[src/sv/csc_pkg.sv]
`timescale 1ns / 1ps

package csc_pkg;

  localparam int MEMO_INDEX_BITS = 16;
  localparam int MEMO_DEPTH      = 1 << MEMO_INDEX_BITS;

  localparam logic [31:0]  MEMO_UNKNOWN = 32'hFFFF_FFFF;
  localparam logic [31:0]  FUSE_DEFAULT = 32'd100000;
  localparam logic [32:0]  STEPS_MAX    = 33'h1_FFFF_FFFF;
  // Largest value whose 3n+1 still fits in 128 bits: (2^128-4)/3.
  localparam logic [127:0] SAFE_LIMIT   = {64'h5555_5555_5555_5555, 64'h5555_5555_5555_5554};

  localparam logic FUNC_MEMO_WRITE = 1'b0;
  localparam logic FUNC_SEED       = 1'b1;

  typedef enum logic [1:0] {
    STATUS_DONE     = 2'd0,
    STATUS_FUSE     = 2'd1,
    STATUS_OVERFLOW = 2'd2
  } status_t;

  typedef enum logic [2:0] {
    S_CLEAR,
    S_IDLE,
    S_CHECK,
    S_LOOKUP,
    S_MAP,
    S_STRIP
  } state_t;

  typedef struct packed {
    logic    clear;
    logic    mem_write;
    logic    load;
    logic    map;
    logic    strip;
    logic    finish;
    logic    add_cached;
    status_t fin_status;
  } csc_cmd_t;

  typedef struct packed {
    logic clear_last;
    logic at_end;
    logic fuse;
    logic below_table;
    logic memo_hit;
    logic odd;
    logic overflow;
    logic strip_more;
  } csc_stat_t;

endpackage

[src/sv/csc_ctrl.sv]
`timescale 1ns / 1ps

module csc_ctrl (
  input  logic               clk,
  input  logic               rst,
  input  logic               start,
  input  logic               func,
  input  csc_pkg::csc_stat_t stat,
  output csc_pkg::csc_cmd_t  cmd,
  output logic               busy
);

  csc_pkg::state_t state, state_next;

  always_ff @(posedge clk) begin
    if (rst) begin
      state <= csc_pkg::S_CLEAR;
    end else begin
      state <= state_next;
    end
  end

  always_comb begin
    state_next     = state;
    cmd            = '0;
    cmd.fin_status = csc_pkg::STATUS_DONE;
    unique case (state)
      csc_pkg::S_CLEAR: begin
        cmd.clear = 1'b1;
        if (stat.clear_last) begin
          state_next = csc_pkg::S_IDLE;
        end
      end
      csc_pkg::S_IDLE: begin
        if (start) begin
          if (func == csc_pkg::FUNC_SEED) begin
            cmd.load   = 1'b1;
            state_next = csc_pkg::S_CHECK;
          end else begin
            cmd.mem_write = 1'b1;
          end
        end
      end
      csc_pkg::S_CHECK: begin
        priority if (stat.at_end) begin
          cmd.finish = 1'b1;
          state_next = csc_pkg::S_IDLE;
        end else if (stat.fuse) begin
          cmd.finish     = 1'b1;
          cmd.fin_status = csc_pkg::STATUS_FUSE;
          state_next     = csc_pkg::S_IDLE;
        end else if (stat.below_table) begin
          state_next = csc_pkg::S_LOOKUP;
        end else begin
          state_next = csc_pkg::S_MAP;
        end
      end
      csc_pkg::S_LOOKUP: begin
        if (stat.memo_hit) begin
          cmd.finish     = 1'b1;
          cmd.add_cached = 1'b1;
          state_next     = csc_pkg::S_IDLE;
        end else begin
          state_next = csc_pkg::S_MAP;
        end
      end
      csc_pkg::S_MAP: begin
        cmd.map = 1'b1;
        if (stat.odd && stat.overflow) begin
          cmd.finish     = 1'b1;
          cmd.fin_status = csc_pkg::STATUS_OVERFLOW;
          state_next     = csc_pkg::S_IDLE;
        end else begin
          state_next = csc_pkg::S_STRIP;
        end
      end
      csc_pkg::S_STRIP: begin
        cmd.strip = 1'b1;
        if (!stat.strip_more) begin
          state_next = csc_pkg::S_CHECK;
        end
      end
      default: begin
        state_next = csc_pkg::S_IDLE;
      end
    endcase
  end

  assign busy = (state != csc_pkg::S_IDLE);

  // The memo data is registered, so a lookup always follows the check that addressed it.
  a_lookup_after_check: assert property (@(posedge clk) disable iff (rst)
    (state == csc_pkg::S_LOOKUP) |-> ($past(state) == csc_pkg::S_CHECK))
    else $error("lookup without a preceding check");

endmodule

[config.mk]
export PLATFORM = sky130hd
export DESIGN_NAME = csc_ctrl
export DESIGN_NICKNAME = d
export VERILOG_FILES = /design/src/sv/csc_pkg.sv /design/src/sv/csc_ctrl.sv
export SDC_FILE = /design/constraint.sdc
export NUM_CORES = 1
export LEC_CHECK = 0
export ABC_AREA = 1
export ABC_CLOCK_PERIOD_IN_PS = 1400
export BUFFER_PORTS_ARGS = -buffer_cell sky130_fd_sc_hd__buf_2
export CORE_AREA = 2 2 39 41
export CTS_CLUSTER_DIAMETER = 150
export DETAILED_ROUTE_END_ITERATION = 7
export DIE_AREA = 0 0 41 43
export PLACE_DENSITY_LB_ADDON = 0.1
export SLEW_MARGIN = 25
export SYNTH_ARGS = -nofsm -noshare
export SYNTH_HDL_FRONTEND = slang
export SYNTH_SLANG_ARGS = --single-unit
export TNS_END_PERCENT = 30
[constraint.sdc]
create_clock -name clk -period 1.4 [get_ports clk]
set_input_delay 0.21 -clock clk [delete_from_list [all_inputs] [get_ports clk]]
set_output_delay 0.21 -clock clk [all_outputs]
set_load 0.01 [all_outputs]
Yosys cells after proc, flatten, opt, wreduce, memory -nomap -nowiden
Index checks and enable logic that the tools add are counted.
{"block": "classes", "n_eq_ne": 10, "mux": 27, "reduce_logical": 3}
{"cell": "3-bit two-way mux", "n": 9}
{"cell": "3-bit case mux with 6 select lines", "n": 1}
{"cell": "1-bit two-way mux", "n": 11}
{"cell": "2-bit two-way mux", "n": 4}
{"cell": "2-bit inequality test, second input constant", "n": 4}
{"cell": "3-bit by 2-bit == test with 1-bit output, second input constant", "n": 2}
{"cell": "3-bit == test, second input constant", "n": 2}
{"cell": "2-bit case mux with 2 select lines", "n": 1}
{"cell": "4-bit AND reduction", "n": 1}
{"cell": "3-bit by 1-bit == test with 1-bit output, second input constant", "n": 1}
{"cell": "3-bit logical NOT", "n": 1}
{"cell": "3-bit by 1-bit inequality test with 1-bit output, second input constant", "n": 1}
{"cell": "1-bit case mux with 3 select lines", "n": 1}
{"cell": "1-bit logical AND", "n": 1}
{"block": "totals", "register_bits": 3, "input_bits": 12, "out_inout_bits": 10}

Logic depth before layout (Yosys ltp)
Gate-level depths: netlist of the first run.
{"block": "depth", "depth_word": 4, "ltp_mapped": 8, "mapped_depth_nobuf": 7}

Least setup slack after synthesis of the first run
OpenSTA, ideal clock, no wires.
{"block": "synth_timing", "kind": "reg-to-output", "start": "register state[0]", "end": "output port cmd[7] (netlist name)", "t_arrival_ps": 1030, "required_time_ps": 1190, "path_slack_ps": 160, "path_stages_with_launch": 6, "path_buffers": 1, "cell_sequence": "dfxtp_1 > buf_6 > inv_2 > nor2_2 > nand2_1 > nor3b_1"}
{"element": "start: declaration", "line": "csc_ctrl.sv:13", "source": "csc_pkg::state_t state, state_next;"}
{"element": "start signal: assignment", "line": "csc_ctrl.sv:17", "source": "state <= csc_pkg::S_CLEAR;"}
{"element": "start signal: assignment", "line": "csc_ctrl.sv:19", "source": "state <= state_next;"}
{"element": "end: declaration", "line": "csc_ctrl.sv:9", "source": "output csc_pkg::csc_cmd_t cmd,"}

==> summary.txt, run 1 <==
Outcome
  • Outcome: finished clean

Pwr
  • Power after layout: 0.440 mW
  • Maximum resistive drop on vdd: 526 µV
  • Power Dens Cells: 763 mW/mm²
  • Leakage power: 0.327 nW

Timing
  • Final min period: 1350 ps
  • Final setup fails: 0
  • Tcrit/Tclk final: 96.7%
  • Transition time at the pin with the least slew margin: 173 ps
  • Tightest slew margin relative to the limit: 88.4%
  • Number of endpoints with negative hold slack in the final report: 0
  • Setup repair after global routing missed its margin: true
  • Max-slew violation count: 0
  • Largest clock skew in the final design: 4.67 ps
  • Maximum operating frequency: 0.739 GHz

Setup path
  • Register-to-register path setup slack: 360 ps
  • Highest net fanout along the worst path: 5
  • Req. time, crit path: approximately 1200 ps
  • Worst-case reg-to-reg path depth: 6
  • Setup Crit Path Kind: reg2out
  • Capturing element type of the critical path: output port
  • Arrival time reported for the critical path endpoint: 1140 ps
  • Startpoint type of the worst setup path: flop

Yosys
  • Average cell area after synthesis: 5.82 µm²
  • Most used standard cell by instance count after synthesis: nand2_1
  • Register bit count reported by yosys: 3
  • Async S/R FF share, synth: 0%
  • Post-synthesis cell type count: 18
  • Top post-synthesis cells by area: dfxtp_1 (18%), nand2_1 (11%), inv_1 (10%)
  • Number of instances in the synthesized netlist: 57
  • Cell type with the largest total area after synthesis: dfxtp_1
  • Part of the Yosys area used for sequential elements: 18.1%
  • Count of flip-flops with a built-in enable after synthesis: 0
  • Post-Synthesis Net Count: 69
  • Leading cell types by count after synthesis: nand2_1 (10), inv_1 (9), nor2_1 (9)
  • Primary flip-flop cell chosen by synthesis mapping: dfxtp_1
  • Summed instance area of the synthesized netlist: 332 µm²
  • Syn. warnings: 0
  • Yosys top cell area share: 18.1%

Clocking
  • Number of clock sinks seen by CTS: 3
  • Maximum buffer depth of the clock tree: 2
  • Number of CTS-inserted buffers: 3
  • CTS Root Buffer Type: clkbuf_4
  • Hold Buf Count CTS: 0
  • Clock transition at the registers of the reported paths: 40 ps
  • Later-pin clock latency in the skew report: 230 ps
  • Clock tree from TritonCTS: done
  • H-tree depth: 1

Global routing
  • Total global-route track usage: 13.0%
  • Global-route congestion overflow total: 0
  • Number of global-route vias before repair: 402
  • Wire length of the first global-routing pass: 1.57 mm
  • Number of antenna violations at the first check in global routing: 0
  • Pin count of the biggest net entering global routing: 6

Floorplan
  • Starting density of the core: a little under a quarter
  • I/O pins: 22
  • Die area: 0.00176 mm²
  • Die Span X: 41 µm
  • Number of placement rows: 14
  • Placeable Area: 0.00138 mm²
  • Height of the chip: 43 µm

Detailed routing
  • Antenna violation net count after detailed routing: 0
  • Via Count: 438
  • Final routed wire length divided by cell count: 9.16 µm
  • Iteration-0 DRC Markers: 7
  • Residual DRC count: 0
  • Total length of routed wires: 962 µm
  • First-pass DRT Iterations: 3
  • DR vias/cell: 4.17

Job
  • Number of maximum-capacitance violations: 0

Hold path
  • Worst hold path stage count: 2
  • Class of the most critical hold timing path: in2reg

Final layout
  • Utilization after layout: 41.7%
  • Final nets: 102
  • Ratio of cells with drive above 1 in the final layout: slightly above 60%
  • Area Overhead vs Synth: 74.0%
  • Flip-flop count of the largest register, all copies and words added: 3
  • Fill count: 162
  • Register with the highest flop count: state
  • Number of antenna cells inserted: 0
  • Largest registers: state (3)

Placed design
  • Final HPWL from detailed placement: 719 µm
  • Final weighted congestion of routability-driven global placement: 0.797
  • Input/output buffers: 21
-- worst max-delay path: stages, from the launching register on --
cell     delay (ps)
dfxtp_4         340
inv_4            80
nand2_4          60
inv_4            60
nand3_2          70
inv_2            70
a21oi_2          30
o21ai_1          60
buf_2           140
-- through the flow --
stage / setup TNS [ps] / instances / hold WS, ps / instance area [µm²] / worst slack (ps)
CTS: 0 / 100 / 138 / 500 / 1.70
floorplan: 0 / 57 / 280 / 332 / 160
detailed placement: 0 / 93 / 397 / 445 / 89.9
global route: -75.2 / 105 / 135 / 577 / -46.3
global placement: 0 / 93 / 398 / 445 / 126
finish: 0 / 105 / 143 / 577 / 46.2
-- per-layer routing --
| layer | wire [µm] | GRT usage (%) | part of all wire (%) |
|---|---|---|---|
| met5 | 0 | 0 | 0 |
| met4 | 0 | 8.00 | 0 |
| met3 | 28 | 1.57 | 2.9 |
| met2 | 544 | 20.3 | 57 |
| met1 | 389 | 15.9 | 40 |
-- what timing repair did --
item | CTS | global route
gates resized for setup | 5 | 12
setup buffers | 3 | 5
setup endpoints to repair | 4 | 3
endpoints found under the hold margin | 0 | 0
-- cell families (layout without fill, tap and decap cells) --
logic type,Yosys count,after routing,share of synthesized area (%)
DFF,3,3,18.1
buffers and inverters,13,45,17.0
AOI/OAI and AO/OA,3,3,5.66
and+or+nand+nor,38,38,59.2
-- area by class of cell --
| cell class | count | area, µm² | share of cell area, % |
|---|---|---|---|
| timing repair buffer | 29 | 165 | 28.6 |
| multi-input combinational | 41 | 244 | 42.3 |
| tap | 16 | 20.0 | 3.47 |
| sequential | 3 | 71.3 | 12.4 |
| inverter | 12 | 50.0 | 8.68 |
| clock buffer | 4 | 26.3 | 4.56 |
-- cells in the final DEF, fill, tap and decap left out, types with 3 or more instances in the layout --
cell and instances:
nand2_1 9, nand3_1 4, buf_4 8, clkbuf_4 3, nor2_1 8, buf_2 21, dfxtp_4 3, nand2_2 3
inv_1 8, nor2_2 3
-- power breakdown --
| group | leakage, nW | switching [mW] | internal (mW) |
|---|---|---|---|
| Clock | 0.0150 | 0.0478 | 0.107 |
| Combinational | 0.286 | 0.0973 | 0.0802 |
| Sequential | 0.0267 | 0.0142 | 0.0935 |
-- path summary, 6_finish.rpt --
kind / start / endpoint
worst min register to register: state[1]$_SDFFE_PP0P_ / state[1]$_SDFFE_PP0P_
worst max-delay path: state[2]$_SDFFE_PP0P_ / cmd[3]
worst max register to register: state[0]$_SDFFE_PP0P_ / state[0]$_SDFFE_PP0P_
worst min-delay path: rst / state[1]$_SDFFE_PP0P_
No activity file was read; power rests on OpenSTA's default activity.
==> run 2: changes to the inputs <==
Settings changed: SETUP_SLACK_MARGIN set to 0.2.
==> summary.txt, run 2 (synthesis gave the netlist of run 1 again) <==
Setup path
  • Highest net fanout along the worst path: 4
  • Arrival time reported for the critical path endpoint: 1120 ps
  • Setup Crit Path Kind: reg2out
  • Startpoint type of the worst setup path: flop
  • CP max stage delay: 350 ps
  • Worst-path cell chain: inv_4 > nand2_4 > inv_4 > nand3_4 > inv_2 > a21oi_2 > o21ai_1 > buf_2
  • Cell with the most instances on the worst path: inv_4
  • Capturing element type of the critical path: output port
  • Slowest stage cell, crit path: dfxtp_4
  • Req. time, crit path: 1190 ps

Floorplan
  • Number of placement rows: 14
  • Die Span X: 41 µm
  • Placeable Area: 0.00138 mm²
  • Starting density of the core: 24.0%
  • I/O pins: 22
  • Height of the chip: 43 µm
  • Die area: 0.00176 mm²

Global routing
  • Pin count of the biggest net entering global routing: 7
  • Wire length of the first global-routing pass: 1.50 mm
  • Number of antenna violations at the first check in global routing: 0
  • Total global-route track usage: 12.3%
  • Number of global-route vias before repair: 397
  • Global-route congestion overflow total: 0

Final layout
  • Fill count: 159
  • Register with the highest flop count: state
  • Ratio of cells with drive above 1 in the final layout: between 60 and 70%
  • Number of antenna cells inserted: 0
  • Most used cells in the layout excluding fill and tap cells: buf_2 (21), nand2_1 (9), inv_1 (8), nor2_1 (8), buf_4 (8)
  • Final nets: 102
  • Post-route non-filler standard cell count: between 100 and 150
  • Area used by multi-input combinational logic: approximately 250 µm²
  • Largest registers: state (3)
  • Area Overhead vs Synth: 76.2%
  • Storage element area: 71.3 µm²
  • Flip-flop count of the largest register, all copies and words added: 3
  • Leading cell type in the layout, fill and taps excluded: buf_2

Timing
  • Maximum operating frequency: about 0.75 GHz
  • Max-slew violation count: 0
  • Final total negative setup slack: 0 ps
  • Final setup fails: 0
  • Setup repair after global routing missed its margin: true
  • Tightest slew margin relative to the limit: 89.7%
  • Number of endpoints with negative hold slack in the final report: 0
  • Transition time at the pin with the least slew margin: 154 ps
  • Final hold slack: 150 ps
  • Largest clock skew in the final design: ~4.4 ps
  • Tcrit/Tclk final: 95.2%
  • Final min period: 1330 ps

Detailed routing
  • Final routed wire length divided by cell count: 8.83 µm
  • DR vias/cell: 4.29
  • Residual DRC count: 0
  • First-pass DRT Iterations: 1
  • Antenna violation net count after detailed routing: 0
  • Iteration-0 DRC Markers: 0
  • Via Count: 450
  • Total length of routed wires: 927 µm

Placed design
  • Final HPWL from detailed placement: approximately 700 µm
  • Input/output buffers: 21
  • Placed Instances: 93
  • Final weighted congestion of routability-driven global placement: about 0.8

Pwr
  • Power Dens Cells: 753 mW/mm²
  • Maximum resistive drop on vdd: between 300 and 400 µV
  • Leakage power: 0.326 nW

Clocking
  • H-tree depth: 1
  • Clock transition at the registers of the reported paths: approximately 40 ps
  • Number of CTS-inserted buffers: 3
  • Number of clock sinks seen by CTS: 3
  • Later-pin clock latency in the skew report: 230 ps
  • Maximum buffer depth of the clock tree: 2
  • Clock tree from TritonCTS: done
  • CTS Root Buffer Type: clkbuf_4

Job
  • Number of maximum-capacitance violations: 0

Hold path
  • Class of the most critical hold timing path: in2reg

Outcome
  • Outcome: finished clean
## run 2: path summary, 6_finish.rpt
path,startpoint,end,slack (ps),cells after the start
worst min register to register,state[0]$_SDFFE_PP0P_,state[2]$_SDFFE_PP0P_,660,4
worst min-delay path,rst,state[1]$_SDFFE_PP0P_,150,2
worst max-delay path,state[2]$_SDFFE_PP0P_,cmd[3],70,8
worst max register to register,state[2]$_SDFFE_PP0P_,state[0]$_SDFFE_PP0P_,250,7
## run 2: area by class of cell
cell class	instances	area share, %
tap	16	3.43
timing repair buffer	29	28.3
inverter	12	8.57
multi-input combinational	41	43.0
clock buffer	4	4.50
sequential	3	12.2
## run 2: report_power, final
part	leakage, nW	switching [mW]	internal, mW
Combinational	0.285	0.0972	0.0837
Sequential	0.0267	0.0158	0.0936
Clock	0.0150	0.0429	0.107
Total	0.326	0.156	0.284
## run 2: per-stage QoR
step	total power, mW	setup WS (ps)	util [%]	cell area [µm²]
floorplan	0.210	246	-	337
global placement	0.251	79.6	32.5	450
detailed placement	0.250	90.9	32.5	450
CTS	0.432	45.6	39.2	542
global route	0.480	-10.6	42.2	584
finish	0.440	66.7	42.2	584
## run 2: metal layers
layer,vias to the layer above,track usage (%),wire (µm)
met5,-,0,0
met4,0,8.00,0
met3,0,3.14,28
met2,6,18.8,498
met1,200,14.5,400
li1,244,-,-
## run 2: critical path: cells and delay by family, from the launching register on
family	cells	cell delay, ps
flip-flops	1	350
buffers and inverters	4	270
AO/OA/AOI/OAI	2	150
AND/OR/NAND/NOR	2	120
## run 2: what timing repair did
action	in CTS	in global routing
setup endpoints to repair	10	10
setup buffers	4	4
gates resized for setup	15	2
hold buffers	0	0
pin swaps	0	0
